## src/hdl/vsm_pkg.sv

```systemverilog
package vsm_pkg;

    localparam int          COMP_W         = 32;
    localparam int          SUM_W          = 64;
    localparam int          METRIC_W       = 31;
    localparam int          GAIN_SHIFT     = 6;
    localparam int          TOP_PAIR_SHIFT = 62;
    localparam int          ROOT_STEPS     = 32;
    localparam logic [1:0]  SQ_LAST        = 2'd3;
    localparam logic [METRIC_W-1:0] METRIC_LIMIT = {METRIC_W{1'b1}};

    typedef struct packed {
        logic signed [COMP_W-1:0] x_component;
        logic signed [COMP_W-1:0] y_component;
        logic signed [COMP_W-1:0] z_component;
    } t_item;

    typedef struct packed {
        logic [METRIC_W-1:0] speed_metric;
        logic                saturated;
    } t_result;

    typedef struct packed {
        logic       load;
        logic       mul_en;
        logic       acc_en;
        logic [1:0] sel;
        logic       root_init;
        logic       root_step;
        logic       out_en;
    } t_cmd;

    typedef struct packed {
        logic root_last;
    } t_status;

    function automatic logic [COMP_W-1:0] mag32(input logic [COMP_W-1:0] v);
        return v[COMP_W-1] ? (COMP_W'(0) - v) : v;
    endfunction

endpackage

```

## src/hdl/vsm_ctrl.sv

```systemverilog
module vsm_ctrl (
    input  logic            i_clk,
    input  logic            i_rst_n,
    input  logic            i_start,
    input  vsm_pkg::t_status i_status,
    output vsm_pkg::t_cmd   o_cmd,
    output logic            o_busy,
    output logic            o_valid
);

    typedef enum logic [3:0] {
        ST_IDLE   = 4'b0001,
        ST_SQUARE = 4'b0010,
        ST_ROOT   = 4'b0100,
        ST_DONE   = 4'b1000
    } t_state;

    t_state     r_state, n_state;
    logic [1:0] r_cnt, n_cnt;
    logic       r_valid;

    always_comb begin
        n_state   = r_state;
        n_cnt     = r_cnt;
        o_cmd     = '0;
        o_cmd.sel = r_cnt;
        unique case (r_state)
            ST_IDLE: begin
                if (i_start) begin
                    o_cmd.load = 1'b1;
                    n_cnt      = '0;
                    n_state    = ST_SQUARE;
                end
            end
            ST_SQUARE: begin
                // multiply on counts 0..2, add the previous square on counts 1..2
                o_cmd.mul_en = (r_cnt != vsm_pkg::SQ_LAST);
                o_cmd.acc_en = (r_cnt != 2'd0) && (r_cnt != vsm_pkg::SQ_LAST);
                if (r_cnt == vsm_pkg::SQ_LAST) begin
                    o_cmd.root_init = 1'b1;
                    n_state         = ST_ROOT;
                end else begin
                    n_cnt = r_cnt + 2'd1;
                end
            end
            ST_ROOT: begin
                o_cmd.root_step = 1'b1;
                if (i_status.root_last) begin
                    n_state = ST_DONE;
                end
            end
            ST_DONE: begin
                o_cmd.out_en = 1'b1;
                n_state      = ST_IDLE;
            end
            default: begin
                n_state = ST_IDLE;
            end
        endcase
    end

    always_ff @(posedge i_clk) begin
        if (!i_rst_n) begin
            r_state <= ST_IDLE;
            r_cnt   <= '0;
            r_valid <= 1'b0;
        end else begin
            r_state <= n_state;
            r_cnt   <= n_cnt;
            r_valid <= (r_state == ST_DONE);
        end
    end

    assign o_busy  = (r_state != ST_IDLE);
    assign o_valid = r_valid;

endmodule

```

## src/hdl/vsm_dp.sv

```systemverilog
module vsm_dp #(
    parameter int FRACTION_BITS = 12
) (
    input  logic             i_clk,
    input  vsm_pkg::t_cmd    i_cmd,
    input  vsm_pkg::t_item   i_item,
    output vsm_pkg::t_status o_status,
    output vsm_pkg::t_result o_result
);

    logic [vsm_pkg::COMP_W-1:0] r_mag [3];
    logic [vsm_pkg::COMP_W-1:0] w_mag;
    logic [vsm_pkg::SUM_W-1:0]  w_prod, r_prod, r_sum, w_total, w_trial;
    logic [vsm_pkg::SUM_W-1:0]  r_rad, r_root, r_pair;
    vsm_pkg::t_result           r_result, w_result;

    always_comb begin
        case (i_cmd.sel)
            2'd0:    w_mag = r_mag[0];
            2'd1:    w_mag = r_mag[1];
            2'd2:    w_mag = r_mag[2];
            default: w_mag = '0;
        endcase
    end

    assign w_prod  = vsm_pkg::SUM_W'(w_mag) * vsm_pkg::SUM_W'(w_mag);
    assign w_total = r_sum + r_prod;
    assign w_trial = r_root + r_pair;

    // root below 2^25 fits after the gain shift
    always_comb begin
        w_result.saturated    = |r_root[vsm_pkg::COMP_W-1:vsm_pkg::METRIC_W-vsm_pkg::GAIN_SHIFT];
        w_result.speed_metric = w_result.saturated ? vsm_pkg::METRIC_LIMIT :
            {r_root[vsm_pkg::METRIC_W-vsm_pkg::GAIN_SHIFT-1:0],
             {vsm_pkg::GAIN_SHIFT{1'b0}}};
    end

    always_ff @(posedge i_clk) begin
        if (i_cmd.load) begin
            r_mag[0] <= vsm_pkg::mag32(i_item.x_component);
            r_mag[1] <= vsm_pkg::mag32(i_item.y_component);
            r_mag[2] <= vsm_pkg::mag32(i_item.z_component);
            r_sum    <= '0;
        end
        if (i_cmd.mul_en) begin
            r_prod <= w_prod;
        end
        if (i_cmd.acc_en) begin
            r_sum <= w_total;
        end
        if (i_cmd.root_init) begin
            r_rad  <= w_total >> FRACTION_BITS;
            r_root <= '0;
            r_pair <= vsm_pkg::SUM_W'(1) << vsm_pkg::TOP_PAIR_SHIFT;
        end
        if (i_cmd.root_step) begin
            if (r_rad >= w_trial) begin
                r_rad  <= r_rad - w_trial;
                r_root <= (r_root >> 1) + r_pair;
            end else begin
                r_root <= r_root >> 1;
            end
            r_pair <= r_pair >> 2;
        end
        if (i_cmd.out_en) begin
            r_result <= w_result;
        end
    end

    assign o_status.root_last = r_pair[0];
    assign o_result           = r_result;

endmodule

```

## src/hdl/vector_speed_magnitude.sv

```systemverilog
// each item runs the load, three shared-multiplier squares, a root load, the 32-step
// bit-pair square root and an output state; the result strobe is registered from the
// output state, and a new item is taken only after the last one finishes (busy)
// reset: synchronous active-low i_rst_n returns the controller to idle, no result pending
// the receiver cannot stall: o_valid is a one-cycle strobe, busy only gates new starts
module vector_speed_magnitude #(
    parameter int FRACTION_BITS = 12
) (
    input  logic             i_clk,
    input  logic             i_rst_n,
    input  logic             start,
    output logic             busy,
    input  vsm_pkg::t_item   i_item,
    output logic             o_valid,
    output vsm_pkg::t_result o_result
);

    // command and status between the sequencer and the datapath
    vsm_pkg::t_cmd    w_cmd;
    vsm_pkg::t_status w_status;

    // sequencer: idle, three squares (two accumulated, the last added at the root load), 32 root steps, output
    vsm_ctrl u_ctrl (
        .i_clk    (i_clk),
        .i_rst_n  (i_rst_n),
        .i_start  (start),
        .i_status (w_status),
        .o_cmd    (w_cmd),
        .o_busy   (busy),
        .o_valid  (o_valid)
    );

    // datapath: magnitudes, shared 32x32 squarer, 64-bit sum, bit-pair root,
    // gain shift by 6 (times 64) with saturation into the result register
    vsm_dp #(
        .FRACTION_BITS (FRACTION_BITS)
    ) u_dp (
        .i_clk    (i_clk),
        .i_cmd    (w_cmd),
        .i_item   (i_item),
        .o_status (w_status),
        .o_result (o_result)
    );

endmodule

```

## config.mk

```make
export PLATFORM = sky130hd
export DESIGN_NAME = vector_speed_magnitude
export DESIGN_NICKNAME = d
export VERILOG_FILES = /design/src/hdl/vsm_pkg.sv /design/src/hdl/vsm_ctrl.sv /design/src/hdl/vsm_dp.sv /design/src/hdl/vector_speed_magnitude.sv
export SDC_FILE = /design/constraint.sdc
export NUM_CORES = 2
export LEC_CHECK = 0
export BUFFER_PORTS_ARGS = -buffer_cell sky130_fd_sc_hd__clkbuf_2
export CAP_MARGIN = 25
export CORE_ASPECT_RATIO = 1.2
export CORE_MARGIN = 2
export CORE_UTILIZATION = 60
export CTS_CLUSTER_DIAMETER = 120
export DETAILED_ROUTE_END_ITERATION = 10
export PLACE_DENSITY_LB_ADDON = 0.05
export SLEW_MARGIN = 10
export SYNTH_ARGS = -nofsm -noshare
export SYNTH_HDL_FRONTEND = slang
export SYNTH_SLANG_ARGS = --single-unit
```

## constraint.sdc

```tcl
create_clock -name i_clk -period 17.6 [get_ports i_clk]
set_input_delay 1.76 -clock i_clk [delete_from_list [all_inputs] [get_ports i_clk]]
set_output_delay 1.76 -clock i_clk [all_outputs]
set_load 0.02 [all_outputs]
```

After elaboration in Yosys (flattened, before gate mapping)
Memory sizes are Yosys's and may differ from the RTL's.
Cells that the tools add are included.

cells by class
  add/subtract/negate cells = 8
  multipliers = 1
  magnitude comparators = 1
  equal/unequal tests = 13
  muxes and demuxes = 31
  reduce and logical (&&, ||, !) cells = 9

operators with widths
  kind                   number
  $mux 64                8
  $mux 61                2
  $mux 32                3
  $pmux 32 s3            1
  $sub 1x32->32 const A  3
  $add 63x63->64         1
  $add 64x63->64         1
  $add 64x64->64         1
  $ge 64x64->1           1
  $mul 32x32->64         1
  $sub 64x64->64         1
  $mux 4                 3
  $pmux 4 s3             1
  $mux 1                 8
  $reduce_bool 2->1      4
  $reduce_or 7->1        1
  $mux 2                 3
  $mux 6                 1
  $ne 2x2->1 const B     3
  $reduce_and 3->1       2
  $eq 2x2->1 const B     2
  $eq 4x1->1 const B     1
  $eq 4x2->1 const B     1
  $eq 4x3->1 const B     1
  other kinds (8)        9

storage, ports and cells
  register bits = 327
  RAM bits = 96
  input bits = 99
  memories = 1

memories
  memory      words  bits a word  read ports  clocked after memory_dff  wr ports  line          RTL
  u_dp.r_mag  3      32           3           0                         3         vsm_dp.sv:11  logic [vsm_pkg::COMP_W-1:0] r_mag [3];

Longest topological paths before layout
  depth in word-level cells = 6
  mapped depth = 39

By module
From an unflattened synthesis, not the netlist that was laid out.

unflattened totals
  cells, all modules = 6233
  area, all modules = 57551.4 um^2

modules (own cells, without submodules)
  module    instances  cells an instance  area each (um^2)  sequential area each (um^2)
  vsm_dp    1          6189               57131.0           11631.2
  vsm_ctrl  1          44                 420.4             140.1

Least setup slack after synthesis
Ideal clock, no wire load.

  path type = register -> register
  start = register u_ctrl.r_cnt[0]
  end = register u_dp.r_prod[61] in the netlist's numbering (data pin)
  arrival time = 9329 ps
  required time = 17329 ps
  setup slack = 8000 ps
  cell stages (with the launch flop) = 38
  path buffers = 5
  clock period less this slack = 9600 ps
  path through = dfxtp_1 > inv_1 > ha_1 > clkbuf_1 > buf_1 > clkbuf_1 > nand2_1 > and2_1 > nor2_1 > clkbuf_1 > nand2_1 > fa_1 > inv_1 > fa_1 > inv_1 > fa_1 > fa_1 > inv_1 > (+2 left out) > fa_1 > inv_1 > fa_1 > fa_1 > ha_1 > clkbuf_1 > a21oi_1 > o21ai_0 > o21ai_0 > o21ai_0 > a41oi_1 > o31ai_1 > a41o_1 > a41o_1 > a21oi_1 > nand2b_1 > o311ai_1 > xor2_1

on the way
  cells in the longest elaborated chain, start to end = 3
  elaborated cells on any way between the ends = 5

RTL lines
  what                                      line            RTL
  from (decl)                               vsm_ctrl.sv:19  logic [1:0] r_cnt, n_cnt;
  from (signal assigned)                    vsm_ctrl.sv:69  r_cnt <= n_cnt;
  $eq 2x2->1, or another cell as far along  vsm_dp.sv:18    case (i_cmd.sel)
  $pmux 32 s3 (*)                           vsm_dp.sv:18
  $mul 32x32->64 (*)                        vsm_dp.sv:26    assign w_prod = vsm_pkg::SUM_W'(w_mag) * vsm_pkg::SUM_W'(w_mag);
  named net u_dp.w_prod (one bit)           vsm_dp.sv:13    logic [vsm_pkg::SUM_W-1:0] w_prod, r_prod, r_sum, w_total, w_trial;
  to (signal assigned)                      vsm_dp.sv:46    r_prod <= w_prod;
  to (decl)                                 vsm_dp.sv:13

Mark *: on every way through the listed nets, which the timed path passes. The rest lies on a longest branch.
A chain may end at the register's enable or synchronous reset.

Worst setup path in the final report
  start = register u_ctrl.r_cnt[0]
  end = register u_dp.r_prod[55] in the netlist's numbering (data pin)

Same word-level chain as after synthesis.

==> results.ini <==
[outcome]
status = finished, final reports clean

[setup_path]
reg2reg_depth = 35
cp.arrival_ps = 11820
critPathKind = reg2reg
cp_max_fo = 23
critPathLaunchType = register
end_kind = register
ff2ff_setup_slack_ps = 6140
timing.rr.end = u_dp.r_prod[55]$_DFFE_PP_
crit_required_ps = 17960
critPathMaxStageDelay_ps = 820
crit_slowest_cell = clkinv_1
critPathBufInv = 8
crit_path_frequent_cell = fa_1
cp-startpoint = u_ctrl.r_cnt[0]$_SDFFE_PN0P_
r2r_start = u_ctrl.r_cnt[0]$_SDFFE_PN0P_
cp_top_family = adder cells

[clocking]
ctsHtreeMaxLevel = 2
postCtsSetupRepairBufs = 0
numCtsBuffers = 46
postCtsHoldBufs = 0
clock-sinks = 416
clk_latency_ps = 620
cts_resized = 0
cts_root_buf = clkbuf_16
cts_buffer_depth = 3
clk_pin_slew_ps = 70
cts_tree = built

[synth]
synth_cell_types = 81
synthesis.area_sq_um = 57370
synth_flop_cell = edfxtp_1
synth_area_leader_cell = fa_1
yosysMostFrequentCell = inv_1
synth_warnings = 0
ys_ff_latch = 416
synth_xor_area_frac = 0.06351
syn_inst = 6262
syn_avg_cell_area_sq_um = 9.161
synthArstFlopShare = 0
synth-simple-area-share = 0.1331
synthMuxAreaShare = 0.0005671
synth_adder_area_share = 0.3836
yosysTopAreaCellShare = 0.2778
synth-compound-area-share = 0.1265
synth_top_family_by_area = adder cells
synth-edff-count = 344
synth_fp_nets = 7642
synthTopCellsByArea = fa_1 28%, edfxtp_1 18%, ha_1 11%, inv_1 7.1%, xnor2_1 4.1%
seq_area_frac_synth = 0.2052
synthTopCellsByCount = 1,080 x inv_1, 796 x fa_1, 592 x nor2_1

[floorplanning]
core_sq_um = 94950
io_pins = 133
initial_core_util = 0.6042
fp-row-count = 124
die_area_sq_um = 98110
die_y_um = 342.7
fp.dieW_um = 286.3

[detailed_routing]
wirelength_um = 161000
drt_iter0_markers = 2777
ant_nets = 0
drc = 0
viasPerCell = 5.842
wire_per_inst_um = 21.31
vias = 44130
first_pass_iters = 9

[flow_run]
max_cap_viol_count = 0

[placed_design]
dp_hpwl_um = 132500
place.gp.congestion = 0.9969
port_buffers = 132
place_ws_ps = 6303

[finish]
area_growth_pct = 5.980
diodes = 0
drive_gt1_frac = 0.05862
nNetsFinal = 7638
nFillCells = 8132

[min_path]
holdPathEnd = u_dp.r_rad[55]$_DFF_P_
hold_path_class = reg2reg
whs_path_depth = 2
hold_path.startpoint = u_dp.r_rad[55]$_DFF_P_

[timing]
min_period_ps = 11460
setup_tns_ps = 0
grt_setup_unrepaired = no
relSlewSlack = 0.3065
period_share = 0.6512
slew_violations = 0
setup_viol = 0
hold_violations = 0
tightest_slew_ps = 1038
finalClockSkew_ps = 26.45
layout_setup_ws_ps = 6139
fmax_mhz = 87.25

[grt]
grt_overflow = 0
grt_max_degree = 71
gr-usage-all-layers = 0.3312
antenna_found_initial = 0
grt_pass1_wl_um = 251500
grt_pass1_vias = 45720

-- routing by layer --
layer / global-route usage / part of all wire / vias up / wire (um)
li1: - / - / 20600 / -
met1: 0.4039 / 0.39 / 21530 / 63230
met2: 0.5758 / 0.49 / 1538 / 78300
met3: 0.04289 / 0.059 / 464 / 9433
met4: 0.1718 / 0.062 / 0 / 10030
met5: 0 / 0 / - / 0
-- cell type report --
type,instances,area [sq um],area share
clock inverters,28,327.8,0.005392
well taps,1260,1577,0.02593
multi-input cells,4513,40630,0.6683
flip-flops and latches,416,11770,0.1936
repair buffers,188,1116,0.01836
inverters,1093,4103,0.06748
clock buffers,57,1275,0.02097
-- cell usage in the layout, fill, tap and decap left out, drive strengths merged, types with 47 or more instances in the layout --
| cell | n |
|---|---|
| xnor2 | 266 |
| dfxtp | 72 |
| nand4 | 75 |
| a211oi | 84 |
| and2 | 80 |
| fa | 796 |
| a21oi | 301 |
| ha | 485 |
| nor3 | 63 |
| nand3 | 73 |
| o21ai | 227 |
| edfxtp | 344 |
| a21o | 126 |
| clkbuf | 189 |
| inv | 1086 |
| nor2 | 593 |
| nand2 | 551 |
| xor2 | 150 |
| buf | 56 |
| o21bai | 47 |
| a31oi | 77 |
-- sequential cells by signal, summed over array words and instances, names as in the netlist --
register        count
u_dp.o_result      26
u_dp.r_prod        63
u_ctrl.r_state      4
u_dp.r_pair        32
u_dp.r_mag         96
u_dp.r_sum         64
u_dp.r_rad         64
u_ctrl.o_valid      1
u_dp.r_root        64
u_ctrl.r_cnt        2
-- worst min-delay path, stage by stage, from the launching register on --
cell,delay (ps)
dfxtp_1,310
nand3_1,60
o31ai_1,50
-- cell families (layout without fill, tap and decap cells) --
logic type               count (synthesis)  count (layout)
AND/OR/NAND/NOR                       1684            1684
buffers and inverters                 1333            1366
adder cells (fa/ha/maj)               1281            1281
AO/OA/AOI/OAI                         1129            1129
flip-flops                             416             416
XOR/XNOR                               416             416
multiplexers                             3               3
-- worst max-delay path by stage --
stage               cells past startpoint  slack (ps)                         to
floorplan                              37        8000  u_dp.r_prod[61]$_DFFE_PP_
CTS                                    35        6290  u_dp.r_prod[61]$_DFFE_PP_
finish                                 35        6140  u_dp.r_prod[55]$_DFFE_PP_
detailed placement                     35        6300  u_dp.r_prod[61]$_DFFE_PP_
global placement                       35        6620  u_dp.r_prod[61]$_DFFE_PP_
global route                           35        5590  u_dp.r_prod[61]$_DFFE_PP_
-- per-stage QoR --
stage	cells	utilization	instance area [sq um]	hold WS (ps)
after floorplan	6262	-	57370	450.8
after global placement	7466	0.6227	59130	460.4
after detailed placement	7469	0.6234	59190	469.1
after CTS	7554	0.6402	60790	477.5
after global routing	7555	0.6403	60800	511.8
final	7555	0.6403	60800	474.1
Power is not shown: default switching activity piles up to over one toggle a cycle in this logic, so the estimate is an artifact.
